`src/sv/eews_pkg.sv`:
```
// ============================================================================
// EEPROM word store package
// Shared beat types, action and operation codes, control groups, the state
// machine type and the CRC-16 byte step of the EEPROM word store.
// ============================================================================
`default_nettype none

package eews_pkg;

    // Actions carried by an input beat.
    localparam logic [2:0] ACT_SELECT = 3'd0;
    localparam logic [2:0] ACT_WRITE  = 3'd1;
    localparam logic [2:0] ACT_ERASE  = 3'd2;
    localparam logic [2:0] ACT_ERAL   = 3'd3;
    localparam logic [2:0] ACT_WRAL   = 3'd4;
    localparam logic [2:0] ACT_TICK   = 3'd5;

    // CRC-16 constants: polynomial, seed and the value of an erased word.
    localparam logic [15:0] CRC_POLY   = 16'h8005;
    localparam logic [15:0] CRC_SEED   = 16'hFFFF;
    localparam logic [15:0] ERASED     = 16'hFFFF;

    // Pending operation held between its start and the completing tick.
    typedef enum logic [2:0] {
        OP_IDLE  = 3'd0,
        OP_WRITE = 3'd1,
        OP_ERASE = 3'd2,
        OP_ERAL  = 3'd3,
        OP_WRAL  = 3'd4
    } op_t;

    // Sequencer states of the top level.
    typedef enum logic [2:0] {
        ST_IDLE,
        ST_EXEC,
        ST_CRC_LO,
        ST_CRC_HI,
        ST_CRC_WR,
        ST_RD,
        ST_RESP
    } state_t;

    // Input beat.
    typedef struct packed {
        logic [2:0]  action;
        logic [5:0]  word_address;
        logic [15:0] write_value;
    } item_t;

    // Output beat.
    typedef struct packed {
        logic        busy_res;
        logic [15:0] read_word;
        logic        accepted;
    } result_t;

    // Memory port controls.
    typedef struct packed {
        logic wr_en;
        logic rd_en;
        logic fill;
    } mem_ctl_t;

    // CRC unit controls.
    typedef struct packed {
        logic init;
        logic shift;
        logic hi;
    } crc_ctl_t;

    // One byte of CRC-16, MSB first, no reflection.
    function automatic logic [15:0] crc_byte(input logic [15:0] crc, input logic [7:0] b);
        logic [15:0] c;
        c = crc ^ {b, 8'h00};
        for (int k = 0; k < 8; k++) begin
            if (c[15])
                c = {c[14:0], 1'b0} ^ CRC_POLY;
            else
                c = {c[14:0], 1'b0};
        end
        return c;
    endfunction

endpackage

`default_nettype wire

```
`src/sv/eeprom_word_store_with_crc.sv`:
```
// ============================================================================
// EEPROM word store with CRC
// Top level: beat decode, operation sequencer, CRC walk and result register.
// ============================================================================
// Usage:
//   Input beats arrive on item/item_valid/item_stall and each one yields
//   exactly one result beat on result/result_valid/result_stall.
//   A beat selects an address, starts a write, erase, erase-all or
//   write-all, or ticks to complete the pending operation.
//   Sequence: a beat that does not refresh the CRC passes through the
//   EXEC, RD and RESP states into the result register. A tick that
//   completes an operation and refreshes the CRC in the last word walks
//   words 0 to WORDS-2; the walk reads one word per CRC_LO/CRC_HI pair
//   through the memory read port and folds in one byte per cycle.
//   Flow: one beat is in work at a time; item_stall is high from
//   acceptance until the result is placed in the output register.
//   The output register lets the next beat be accepted while a result
//   still waits; if result_stall holds, the following result waits in the
//   sequencer and item_stall stays high.
//   Reset clears the selection and the pending operation and makes every
//   word read as 0xFFFF at once, with no clearing pass.
// ============================================================================
`default_nettype none

module eeprom_word_store_with_crc #(
    parameter int WORDS = 64
) (
    input  wire logic              clk,
    input  wire logic              rst_n,
    input  wire eews_pkg::item_t   item,
    input  wire logic              item_valid,
    output logic                   item_stall,
    output eews_pkg::result_t      result,
    output logic                   result_valid,
    input  wire logic              result_stall
);

    localparam int AW = $clog2(WORDS);
    localparam logic [AW-1:0] LAST_ADDR = AW'(WORDS - 1);
    localparam logic [AW-1:0] CRC_END   = AW'(WORDS - 2);

    eews_pkg::state_t   state_reg, state_next;
    eews_pkg::op_t      pend_op_reg;
    eews_pkg::op_t      op_reg;
    logic [5:0]         sel_reg;
    logic [15:0]        pend_value_reg;
    logic               acc_reg;
    logic [AW-1:0]      ctr_reg;
    eews_pkg::result_t  result_reg;
    logic               result_valid_reg;

    eews_pkg::mem_ctl_t mem_ctl;
    eews_pkg::crc_ctl_t crc_ctl;
    logic [AW-1:0]      wr_addr;
    logic [15:0]        wr_data;
    logic [15:0]        fill_value;
    logic [AW-1:0]      rd_addr;
    logic [15:0]        rd_data;
    logic [15:0]        crc;

    logic               item_take;
    logic               result_load;
    logic               sel_in_range;
    logic               sel_is_last;
    logic [AW-1:0]      sel_idx;
    logic               crc_go;
    logic               busy;

    // Handshake terms.
    assign item_take   = item_valid && !item_stall;
    assign item_stall  = (state_reg != eews_pkg::ST_IDLE);
    assign result_load = (state_reg == eews_pkg::ST_RESP) &&
                         (!result_valid_reg || !result_stall);

    // Selected address seen against the store size.
    assign sel_in_range = (32'(sel_reg) < WORDS);
    assign sel_is_last  = (32'(sel_reg) == WORDS - 1);
    assign sel_idx      = AW'(sel_reg);

    // A completed operation refreshes the CRC unless it only touched the
    // last word or an address past the store.
    always_comb
    begin
        unique case (op_reg)
            eews_pkg::OP_WRITE,
            eews_pkg::OP_ERASE: crc_go = sel_in_range && !sel_is_last;
            eews_pkg::OP_ERAL,
            eews_pkg::OP_WRAL:  crc_go = 1'b1;
            default:            crc_go = 1'b0;
        endcase
    end

    // Next state.
    always_comb
    begin
        state_next = state_reg;
        unique case (state_reg)
            eews_pkg::ST_IDLE:
            begin
                if (item_take)
                    state_next = eews_pkg::ST_EXEC;
            end
            eews_pkg::ST_EXEC:
            begin
                state_next = crc_go ? eews_pkg::ST_CRC_LO : eews_pkg::ST_RD;
            end
            eews_pkg::ST_CRC_LO:
            begin
                state_next = eews_pkg::ST_CRC_HI;
            end
            eews_pkg::ST_CRC_HI:
            begin
                state_next = (ctr_reg == CRC_END) ? eews_pkg::ST_CRC_WR
                                                  : eews_pkg::ST_CRC_LO;
            end
            eews_pkg::ST_CRC_WR:
            begin
                state_next = eews_pkg::ST_RD;
            end
            eews_pkg::ST_RD:
            begin
                state_next = eews_pkg::ST_RESP;
            end
            eews_pkg::ST_RESP:
            begin
                if (result_load)
                    state_next = eews_pkg::ST_IDLE;
            end
            default:
            begin
                state_next = eews_pkg::ST_IDLE;
            end
        endcase
    end

    // Memory and CRC controls for each state.
    always_comb
    begin
        mem_ctl    = '0;
        crc_ctl    = '0;
        wr_addr    = sel_idx;
        wr_data    = eews_pkg::ERASED;
        fill_value = eews_pkg::ERASED;
        rd_addr    = '0;
        unique case (state_reg)
            eews_pkg::ST_EXEC:
            begin
                if (op_reg == eews_pkg::OP_WRITE || op_reg == eews_pkg::OP_ERASE)
                begin
                    mem_ctl.wr_en = sel_in_range;
                    if (op_reg == eews_pkg::OP_WRITE)
                        wr_data = pend_value_reg;
                end
                if (op_reg == eews_pkg::OP_ERAL || op_reg == eews_pkg::OP_WRAL)
                begin
                    mem_ctl.fill = 1'b1;
                    if (op_reg == eews_pkg::OP_WRAL)
                        fill_value = pend_value_reg;
                end
                // Start the walk at word zero.
                mem_ctl.rd_en = crc_go;
                crc_ctl.init  = crc_go;
            end
            eews_pkg::ST_CRC_LO:
            begin
                crc_ctl.shift = 1'b1;
            end
            eews_pkg::ST_CRC_HI:
            begin
                crc_ctl.shift = 1'b1;
                crc_ctl.hi    = 1'b1;
                mem_ctl.rd_en = (ctr_reg != CRC_END);
                rd_addr       = ctr_reg + 1'b1;
            end
            eews_pkg::ST_CRC_WR:
            begin
                mem_ctl.wr_en = 1'b1;
                wr_addr       = LAST_ADDR;
                wr_data       = crc;
            end
            eews_pkg::ST_RD:
            begin
                mem_ctl.rd_en = 1'b1;
                rd_addr       = sel_idx;
            end
            default:
            begin
                mem_ctl = '0;
            end
        endcase
    end

    // Sequencer state.
    always_ff @(posedge clk or negedge rst_n)
    begin
        if (!rst_n)
            state_reg <= eews_pkg::ST_IDLE;
        else
            state_reg <= state_next;
    end

    // Beat decode: selection, pending operation and the accept flag.
    always_ff @(posedge clk or negedge rst_n)
    begin
        if (!rst_n)
        begin
            sel_reg        <= '0;
            pend_value_reg <= '0;
            pend_op_reg    <= eews_pkg::OP_IDLE;
            op_reg         <= eews_pkg::OP_IDLE;
            acc_reg        <= 1'b0;
        end
        else if (item_take)
        begin
            unique case (item.action)
                eews_pkg::ACT_SELECT:
                begin
                    sel_reg     <= item.word_address;
                    pend_op_reg <= eews_pkg::OP_IDLE;
                    op_reg      <= eews_pkg::OP_IDLE;
                    acc_reg     <= 1'b1;
                end
                eews_pkg::ACT_WRITE:
                begin
                    op_reg  <= eews_pkg::OP_IDLE;
                    acc_reg <= !busy;
                    if (!busy)
                    begin
                        sel_reg        <= item.word_address;
                        pend_value_reg <= item.write_value;
                        pend_op_reg    <= eews_pkg::OP_WRITE;
                    end
                end
                eews_pkg::ACT_ERASE:
                begin
                    op_reg  <= eews_pkg::OP_IDLE;
                    acc_reg <= !busy;
                    if (!busy)
                    begin
                        sel_reg     <= item.word_address;
                        pend_op_reg <= eews_pkg::OP_ERASE;
                    end
                end
                eews_pkg::ACT_ERAL:
                begin
                    op_reg  <= eews_pkg::OP_IDLE;
                    acc_reg <= !busy;
                    if (!busy)
                        pend_op_reg <= eews_pkg::OP_ERAL;
                end
                eews_pkg::ACT_WRAL:
                begin
                    op_reg  <= eews_pkg::OP_IDLE;
                    acc_reg <= !busy;
                    if (!busy)
                    begin
                        pend_value_reg <= item.write_value;
                        pend_op_reg    <= eews_pkg::OP_WRAL;
                    end
                end
                eews_pkg::ACT_TICK:
                begin
                    op_reg      <= pend_op_reg;
                    pend_op_reg <= eews_pkg::OP_IDLE;
                    acc_reg     <= 1'b1;
                end
                default:
                begin
                    op_reg  <= eews_pkg::OP_IDLE;
                    acc_reg <= 1'b0;
                end
            endcase
        end
    end

    // Word counter of the CRC walk.
    always_ff @(posedge clk or negedge rst_n)
    begin
        if (!rst_n)
            ctr_reg <= '0;
        else if (state_reg == eews_pkg::ST_EXEC)
            ctr_reg <= '0;
        else if (state_reg == eews_pkg::ST_CRC_HI && ctr_reg != CRC_END)
            ctr_reg <= ctr_reg + 1'b1;
    end

    // Result register: busy, byte-swapped word and accept flag.
    assign busy = (pend_op_reg != eews_pkg::OP_IDLE);

    always_ff @(posedge clk or negedge rst_n)
    begin
        if (!rst_n)
        begin
            result_valid_reg <= 1'b0;
            result_reg       <= '0;
        end
        else
        begin
            if (result_load)
            begin
                result_valid_reg     <= 1'b1;
                result_reg.busy_res  <= busy;
                result_reg.accepted  <= acc_reg;
                result_reg.read_word <= (!busy && sel_in_range) ?
                                        {rd_data[7:0], rd_data[15:8]} : 16'h0000;
            end
            else if (result_valid_reg && !result_stall)
            begin
                result_valid_reg <= 1'b0;
            end
        end
    end

    assign result       = result_reg;
    assign result_valid = result_valid_reg;

    // Word memory.
    eews_mem #(
        .WORDS (WORDS),
        .AW    (AW)
    ) u_mem (
        .clk        (clk),
        .rst_n      (rst_n),
        .ctl        (mem_ctl),
        .wr_addr    (wr_addr),
        .wr_data    (wr_data),
        .fill_value (fill_value),
        .rd_addr    (rd_addr),
        .rd_data    (rd_data)
    );

    // CRC accumulator.
    eews_crc u_crc (
        .clk   (clk),
        .rst_n (rst_n),
        .ctl   (crc_ctl),
        .word  (rd_data),
        .crc   (crc)
    );

    // A busy result never carries a stored word.
    a_busy_zero: assert property (@(posedge clk) disable iff (!rst_n)
        (result_valid && result.busy_res) |-> (result.read_word == 16'h0000))
        else $error("busy result carries a nonzero word");

    // The CRC word is written only right after the last high byte.
    a_crc_wr_order: assert property (@(posedge clk) disable iff (!rst_n)
        (state_reg == eews_pkg::ST_CRC_WR) |->
        ($past(state_reg) == eews_pkg::ST_CRC_HI && $past(ctr_reg) == CRC_END))
        else $error("CRC word written out of order");

    // The walk never passes the word before the last.
    a_ctr_range: assert property (@(posedge clk) disable iff (!rst_n)
        (state_reg == eews_pkg::ST_CRC_LO || state_reg == eews_pkg::ST_CRC_HI) |->
        (32'(ctr_reg) <= WORDS - 2))
        else $error("CRC walk out of range");

    // A loaded result is presented in the next cycle.
    a_result_shown: assert property (@(posedge clk) disable iff (!rst_n)
        result_load |=> result_valid)
        else $error("loaded result not presented");

endmodule

`default_nettype wire

```
`src/sv/eews_mem.sv`:
```
// ============================================================================
// EEPROM word store memory
// Synchronous word memory with one write and one registered read port, a
// valid bit per word and a fill value that answers for words not yet written.
// ============================================================================
`default_nettype none

module eews_mem #(
    parameter int WORDS = 64,
    parameter int AW    = 6
) (
    input  wire logic                 clk,
    input  wire logic                 rst_n,
    input  wire eews_pkg::mem_ctl_t   ctl,
    input  wire logic [AW-1:0]        wr_addr,
    input  wire logic [15:0]          wr_data,
    input  wire logic [15:0]          fill_value,
    input  wire logic [AW-1:0]        rd_addr,
    output logic      [15:0]          rd_data
);

    logic [15:0]      ram_reg [WORDS];
    logic [15:0]      rd_word_reg;
    logic             hit_reg;
    logic [WORDS-1:0] valid_reg;
    logic [15:0]      base_reg;

    // Memory array: write port and registered read port, with the write
    // forwarded when both touch the same word.
    always_ff @(posedge clk)
    begin
        if (ctl.wr_en)
            ram_reg[wr_addr] <= wr_data;
        if (ctl.rd_en)
        begin
            if (ctl.wr_en && (wr_addr == rd_addr))
                rd_word_reg <= wr_data;
            else
                rd_word_reg <= ram_reg[rd_addr];
        end
    end

    // Valid bits and fill value; a fill marks every word as holding the
    // fill value at once.
    always_ff @(posedge clk or negedge rst_n)
    begin
        if (!rst_n)
        begin
            valid_reg <= '0;
            base_reg  <= eews_pkg::ERASED;
            hit_reg   <= 1'b0;
        end
        else
        begin
            if (ctl.fill)
            begin
                valid_reg <= '0;
                base_reg  <= fill_value;
            end
            else if (ctl.wr_en)
            begin
                valid_reg[wr_addr] <= 1'b1;
            end
            if (ctl.rd_en)
            begin
                if (ctl.fill)
                    hit_reg <= 1'b0;
                else if (ctl.wr_en && (wr_addr == rd_addr))
                    hit_reg <= 1'b1;
                else
                    hit_reg <= valid_reg[rd_addr];
            end
        end
    end

    // A word never written since the last fill reads as the fill value.
    assign rd_data = hit_reg ? rd_word_reg : base_reg;

endmodule

`default_nettype wire

```
`src/sv/eews_crc.sv`:
```
// ============================================================================
// EEPROM word store CRC unit
// CRC-16 accumulator that folds in one byte of a memory word per cycle
// while shift is set, low byte first.
// ============================================================================
`default_nettype none

module eews_crc (
    input  wire logic                clk,
    input  wire logic                rst_n,
    input  wire eews_pkg::crc_ctl_t  ctl,
    input  wire logic [15:0]         word,
    output logic      [15:0]         crc
);

    logic [15:0] crc_reg;
    logic [7:0]  byte_sel;

    // Pick the byte of the current word.
    assign byte_sel = ctl.hi ? word[15:8] : word[7:0];

    // Accumulator: seed on start, one byte step per shift.
    always_ff @(posedge clk or negedge rst_n)
    begin
        if (!rst_n)
            crc_reg <= eews_pkg::CRC_SEED;
        else if (ctl.init)
            crc_reg <= eews_pkg::CRC_SEED;
        else if (ctl.shift)
            crc_reg <= eews_pkg::crc_byte(crc_reg, byte_sel);
    end

    assign crc = crc_reg;

endmodule

`default_nettype wire
```
`config.mk`:
```
export PLATFORM = sky130hd
export DESIGN_NAME = eeprom_word_store_with_crc
export DESIGN_NICKNAME = d
export VERILOG_FILES = /design/src/sv/eews_pkg.sv /design/src/sv/eeprom_word_store_with_crc.sv /design/src/sv/eews_mem.sv /design/src/sv/eews_crc.sv
export SDC_FILE = /design/constraint.sdc
export NUM_CORES = 1
export LEC_CHECK = 0
export BUFFER_PORTS_ARGS = -buffer_cell sky130_fd_sc_hd__buf_2
export CORE_UTILIZATION = 25
export DETAILED_ROUTE_END_ITERATION = 12
export GPL_TIMING_DRIVEN = 0
export HOLD_SLACK_MARGIN = 0.03
export SYNTH_ARGS = -nofsm -noshare
export SYNTH_HDL_FRONTEND = slang
export SYNTH_SLANG_ARGS = --single-unit
```
`constraint.sdc`:
```
create_clock -name clk -period 3.6 [get_ports clk]
set_input_delay 0.36 -clock clk [delete_from_list [all_inputs] [get_ports clk]]
set_output_delay 0.36 -clock clk [all_outputs]
set_load 0.01 [all_outputs]
```
==> reports/metrics.cfg, run 1 <==
[floorplan]
die_width_um = 440
die_h_um = 440
ios = 49
fp-row-count = 160
coreArea_um2 = 190000
initial_core_util_pct = 25.2
dieArea_um2 = 194000

[final_layout]
syn2layout_area_growth_pct = 20.4
n_antenna_cell = 0
final_nets = 3081
largest_reg_flops = 1024
fillers = 18400
drive_above_1_share_pct = 26.2
fin_util_pct = 30.3

[cts]
clock_sinks = 1194
cts_tree = done
cts_inserted_buffers = 117
root_buffer = clkbuf_16
clockBufferDepth = 3
cts.clk_slew.worst_paths_ps = 70
insertion_delay_ps = 720
htreeDepth = 3

[sta]
slew_viol_final = 0
hold_violations = 0
slew_headroom_pct = 1.17
fin_ws_ps = 10.7
fin_crit_sh_pct = 99.7
max_freq_ghz = 0.279
fin_skew_ps = 37.2
fin_crit_ps = 3590
rsz0062_at_grt = true
setup_violations = 0
worstMarginPinSlew_ps = 1480
tns_ps = 0

[synth]
syn_area_per_cell_um2 = 17.3
ys_types = 61
yosys_warnings = 0
yosys-mux-area-fraction_pct = 14.2
synth_xor_area_share_pct = 0.506
mappedNetlistArea_um2 = 48000
synth_top_cell_by_area = edfxtp_1
ys_async_sr_fraction_pct = 12.9
synth_common_cells = edfxtp_1 (1040), nor2_1 (302), nand2_1 (232)
synth_ff_type = edfxtp_1
synth_most_common_cell = edfxtp_1
synth_nets = 2799
synthTopCellsByArea = edfxtp_1 (65%), mux4_2 (10%), dfrtp_1 (6.4%), nor2_1 (2.4%), mux2i_1 (1.9%)
ys_seq_area_share_pct = 73.2
synth_compound_area_share_pct = 4.43
synth-edff-count = 1040
synthCells = 2768
synthAdderAreaFrac_pct = 0.0939
synth_top_family_by_area = multiplexers
yosys.area.top_type_share_pct = 65.1
ys_ff_latch = 1194
synthSimpleGateAreaFrac_pct = 5.82

[place]
gp_congestion = 0.960
dp_hpwl_um = 92900
io_buffer_count = 48
dp_slack_ps = -1280

[pwr]
cellPowerDensity_nw_per_um2 = 822
max-vdd-ir-drop_uv = 752
p_total_w = 0.0475
leakagePower_nw = 19.4

[drt]
routed_via_density = 4.74
wl_per_cell_um = 23.2
drtIter0Drc = 2875
drc = 0
drt-total-wl_um = 131000
vias = 26800
firstDrtPassIters = 9
ant_nets = 0

[worst_setup_path]
worst_setup_path_end_kind = flip-flop
cp.required_ps = 4120
cp-start-kind = flip-flop
crit_path_max_fanout = 10
path_class = flip-flop to flip-flop
r2r-start = state_reg[0]
critPathLaunch = state_reg[0]
critical_path_arrival_ps = 4110

[job]
cap_violations = 0

[global_route]
grt_pass1_wl_um = 188000
antenna_found_initial = 2
track_usage_pct = 13.3
grt_pass1_vias = 26300
grt-ovfl-total = 0
grt_max_degree = 83

[worst_hold_path]
hp-class = primary input to flip-flop
min_from = item[19]

[outcome]
outcome = finished clean

## metrics by stage
stage	instances	area, um2	hold slack, ps
4_1_cts	5654	57400	42.3
3_3_place_gp	5327	51400	464
2_1_floorplan	2768	48000	64.4
5_1_grt	5663	57800	32.7
3_5_place_dp	5404	52800	433
6_report	5663	57800	41.7
## repair_timing
action                                 4_1_cts  5_1_grt
hold buffers                                24        0
setup buffers                                5       10
gates cloned                                 1        0
pin swaps                                    6        7
endpoints found under the hold margin       65        0
resized for setup                          161       93
setup endpoints to repair                 1178      528
## cell type report
type / instances / area [um2] / share of cell area, %
buffer: 159 / 1060 / 1.83
clock buffer: 157 / 3190 / 5.52
clock inverter: 64 / 629 / 1.09
inverter: 21 / 108 / 0.186
multi-input combinational: 1392 / 12500 / 21.7
sequential: 1194 / 35100 / 60.8
tap: 2511 / 3140 / 5.44
timing repair buffer: 165 / 1970 / 3.41
## path summary, 6_finish.rpt
path                                               to  slack [ps]  depth (start not counted)
worst min-delay path                       sel_idx[3]          40                          2
max in group asynchronous         u_mem.valid_reg[61]        2420                          3
worst max-delay path            u_mem.rd_word_reg[15]          10                          9
worst max register to register  u_mem.rd_word_reg[15]          10                          9
worst min register to register             result[17]         480                          2
min in group asynchronous                  result[12]         250                          2
## logic make-up after synthesis
logic type                 Yosys count
buffers and inverters              182
AOI/OAI and AO/OA                  303
adders and majority gates            4
xor gates and xnor gates            26
DFF                               1194
and+or+nand+nor                    666
muxes                              393
## power breakdown
group	internal (W)	leakage [nW]	switching, W
Combinational	0.00532	6.32	0.0104
Clock	0.00706	1.86	0.00519
Sequential	0.0189	11.2	0.000616
## critical path, stage by stage (launching register included)
cell and delay [ps]:
dfrtp_1 410, clkbuf_4 280, nor2b_1 190, nand2b_1 190, nor4_4 510, nand2_4 300
a2111o_1 590, clkbuf_1 310, clkbuf_1 300, o211ai_1 320
## placed cells by master, fill, tap and decap left out, types with 16 or more instances in the layout
master,instances
buf_4,24
mux2i_1,90
mux4_2,222
dlygate4sd3_1,24
nor2_1,237
clkbuf_2,28
buf_8,57
dfstp_2,32
nand3_1,31
clkbuf_1,85
a311oi_1,34
buf_2,60
o21ai_0,22
and3_1,42
buf_12,22
o22a_1,26
nor2_2,55
a21oi_1,47
o31ai_1,17
nand2_1,228
dfrtp_1,121
buf_6,24
mux2_1,56
clkinv_2,17
clkinv_1,23
mux2_2,23
xnor2_1,16
a31oi_1,32
a211oi_1,34
edfxtp_1,1040
clkbuf_16,119
clkbuf_4,17
## routing by layer
layer / GRT usage, % / routed length [um] / vias to the layer above
li1: - / - / 11500
met1: 17.5 / 54300 / 14000
met2: 21.4 / 61600 / 1122
met3: 2.75 / 10100 / 239
met4: 5.15 / 5210 / 0
met5: 0 / 0 / -
(Power assumes the default switching activity.)
==> inputs of run 2 (changes only) <==
--- a/config.mk
+++ b/config.mk
@@ -6,10 +6,13 @@
 export NUM_CORES = 1
 export LEC_CHECK = 0
 export BUFFER_PORTS_ARGS = -buffer_cell sky130_fd_sc_hd__buf_2
+export CAP_MARGIN = 10
 export CORE_UTILIZATION = 25
+export CTS_CLUSTER_SIZE = 14
 export DETAILED_ROUTE_END_ITERATION = 12
 export GPL_TIMING_DRIVEN = 0
 export HOLD_SLACK_MARGIN = 0.03
+export SETUP_SLACK_MARGIN = 0.05
 export SYNTH_ARGS = -nofsm -noshare
 export SYNTH_HDL_FRONTEND = slang
 export SYNTH_SLANG_ARGS = --single-unit
==> run 2 against run 1 <==
  * Setup slack got worse by 5.9 ps
  * Highest routed layer is now met5
  * Largest power group unchanged
  * Total power increased by 0.21%
  * Fmax decreased by 0.17%
  * Core utilization increased by 0.074 points
  * Die area unchanged
  * Sequential power hardly changed
  * Combinational power barely moved
  * Critical path depth increased by 4
==> reports/metrics.cfg, run 2 (same netlist as run 1, synthesis figures left out) <==
[outcome]
outcome = finished clean  ; unchanged

[drt]
drt-total-wl_um = 132000  ; was 131000 um
drtIter0Drc = 2689  ; was 2875
routed_via_density = 4.74  ; about the same
firstDrtPassIters = 6  ; was 9
drc = 0  ; unchanged
wl_per_cell_um = 23.2  ; about the same
ant_nets = 0  ; unchanged
vias = 26900  ; was 26800

[global_route]
track_usage_pct = 13.3  ; about the same
antenna_found_initial = 1  ; was 2
grt_max_degree = 83  ; unchanged
grt_pass1_vias = 26800  ; was 26300
grt_pass1_wl_um = 188000  ; about the same
grt-ovfl-total = 0  ; unchanged

[final_layout]
final_nets = 3089  ; was 3081
fillers = 18400  ; about the same
fin_util_pct = 30.4  ; was 30.3%
multiInputGateArea_um2 = 12600  ; was 12500 um2
syn2layout_area_growth_pct = 20.7  ; was 20.4%
regArea_um2 = 35100  ; unchanged
mostFrequentLayoutCells = edfxtp_1 (1040), nor2_1 (235), nand2_1 (228)  ; was edfxtp_1 (1040), nor2_1 (237), nand2_1 (228)
largest_reg_flops = 1024  ; unchanged
drive_above_1_share_pct = 26.7  ; was 26.2%
final_common_cell = edfxtp_1  ; unchanged

[cts]
clock_sinks = 1194  ; unchanged
htreeDepth = 3  ; unchanged
cts_tree = done  ; unchanged
cts_inserted_buffers = 118  ; was 117
cts.clk_slew.worst_paths_ps = 70  ; about the same
clockBufferDepth = 3  ; unchanged
insertion_delay_ps = 730  ; was 720 ps
root_buffer = clkbuf_16  ; unchanged

[floorplan]
die_h_um = 440  ; unchanged
coreArea_um2 = 190000  ; unchanged
fp-row-count = 160  ; unchanged
initial_core_util_pct = 25.2  ; unchanged
ios = 49  ; unchanged
dieArea_um2 = 194000  ; unchanged
die_width_um = 440  ; unchanged

[worst_setup_path]
crit_path_max_fanout = 10  ; unchanged
reg2reg_to = u_mem.rd_word_reg[15]  ; unchanged
cp.required_ps = 4040  ; was 4120 ps
path_class = flip-flop to flip-flop  ; unchanged
r2r-start = state_reg[1]  ; was state_reg[0]
reg2reg_depth = 13  ; was 9
reg2reg_setup_slack_ps = 5  ; was 10 ps
critical_path_arrival_ps = 4040  ; was 4110 ps
cp-start-kind = flip-flop  ; unchanged
worst_setup_path_end_kind = flip-flop  ; unchanged

[sta]
hold_violations = 0  ; unchanged
fin_crit_ps = 3600  ; was 3590 ps
setup_violations = 0  ; unchanged
fin_skew_ps = 42.0  ; was 37.2 ps
rsz0062_at_grt = true  ; unchanged
slew_viol_final = 0  ; unchanged
fin_ws_ps = 4.74  ; was 10.7 ps
slew_headroom_pct = 30.8  ; was 1.17%
holdWs_ps = 39.4  ; was 41.7 ps
worstMarginPinSlew_ps = 1040  ; was 1480 ps
max_freq_ghz = 0.278  ; was 0.279 GHz
fin_crit_sh_pct = 99.9  ; was 99.7%

[worst_hold_path]
min_path_cells = 2  ; unchanged
hp-class = primary input to flip-flop  ; unchanged
hold_end = sel_idx[3]  ; unchanged
min_from = item[19]  ; unchanged

[pwr]
leakagePower_nw = 19.4  ; about the same
cellPowerDensity_nw_per_um2 = 822  ; about the same
max-vdd-ir-drop_uv = 767  ; was 752 uV

[place]
dp_hpwl_um = 92900  ; about the same
gp_congestion = 0.960  ; unchanged
io_buffer_count = 48  ; unchanged
dp_slack_ps = -1250  ; was -1280 ps

[job]
cap_violations = 0  ; unchanged

-- run 2: final cells by class --
type	count	area share, %
flip-flops and latches	1194	60.7
diodes	3	0.0130
clock buffers	158	5.59
repair buffers	172	3.44
multi-input cells	1392	21.8
plain buffers	159	1.88
well taps	2511	5.43
clock inverters	61	0.957
inverters	21	0.186
-- run 2: worst max path at each step --
stage / end / depth (start not counted) / slack (ps) / startpoint
2_1_floorplan: u_mem.rd_word_reg[0] / 10 / 450 / ctr_reg[0]
3_3_place_gp: u_mem.rd_word_reg[0] / 10 / -2010 / ctr_reg[0]
3_5_place_dp: u_mem.rd_word_reg[15] / 11 / -1250 / ctr_reg[0]
4_1_cts: u_mem.rd_word_reg[6] / 11 / 3 / ctr_reg[0]
5_1_grt: u_mem.rd_word_reg[15] / 13 / -50 / state_reg[1]
6_report: u_mem.rd_word_reg[15] / 13 / 5 / state_reg[1]
-- run 2: critical path, cell delays in order (launching register included) --
cell,delay [ps]
dfrtp_1,400
buf_6,140
or3b_1,360
buf_6,160
a21o_1,190
buf_12,160
buf_12,170
buf_16,160
mux2_1,310
nor2_1,130
a31oi_2,90
mux4_2,650
a22oi_2,220
o211ai_1,150
-- run 2: layer usage --
metal / global-route usage, % / up-vias / routed length [um] / part of all wire (%)
li1: - / 11500 / - / -
met1: 17.0 / 14100 / 53400 / 41
met2: 21.7 / 1088 / 62800 / 48
met3: 3.15 / 243 / 10300 / 7.8
met4: 5.17 / 2 / 5220 / 4.0
met5: 0 / - / 48 / 0.036
-- run 2: stage by stage --
| step | area, um2 | power [W] | cells | TNS (ps) |
|---|---|---|---|---|
| final | 57900 | 0.0476 | 5671 | 0 |
| after global placement | 51400 | 0.0339 | 5327 | -1872270 |
| after detailed placement | 52800 | 0.0346 | 5405 | -189890 |
| after CTS | 57400 | 0.0472 | 5649 | 0 |
| after global routing | 57900 | 0.0492 | 5669 | -192 |
| after floorplan | 48000 | 0.0280 | 2768 | 0 |
-- run 2: power by group --
part	internal (W)	switching [W]
Combinational	0.00540	0.0105
Clock	0.00699	0.00517
Sequential	0.0189	0.000612
Total	0.0313	0.0163
-- run 2: repair_timing --
| action | CTS | global route |
|---|---|---|
| pin swaps | 6 | 16 |
| resized for setup | 185 | 87 |
| hold buffers | 24 | 0 |
| cloned | 0 | 2 |
| setup buffers | 2 | 18 |
| endpoints found under the setup margin | 1414 | 411 |
| endpoints found under the hold margin | 66 | 0 |
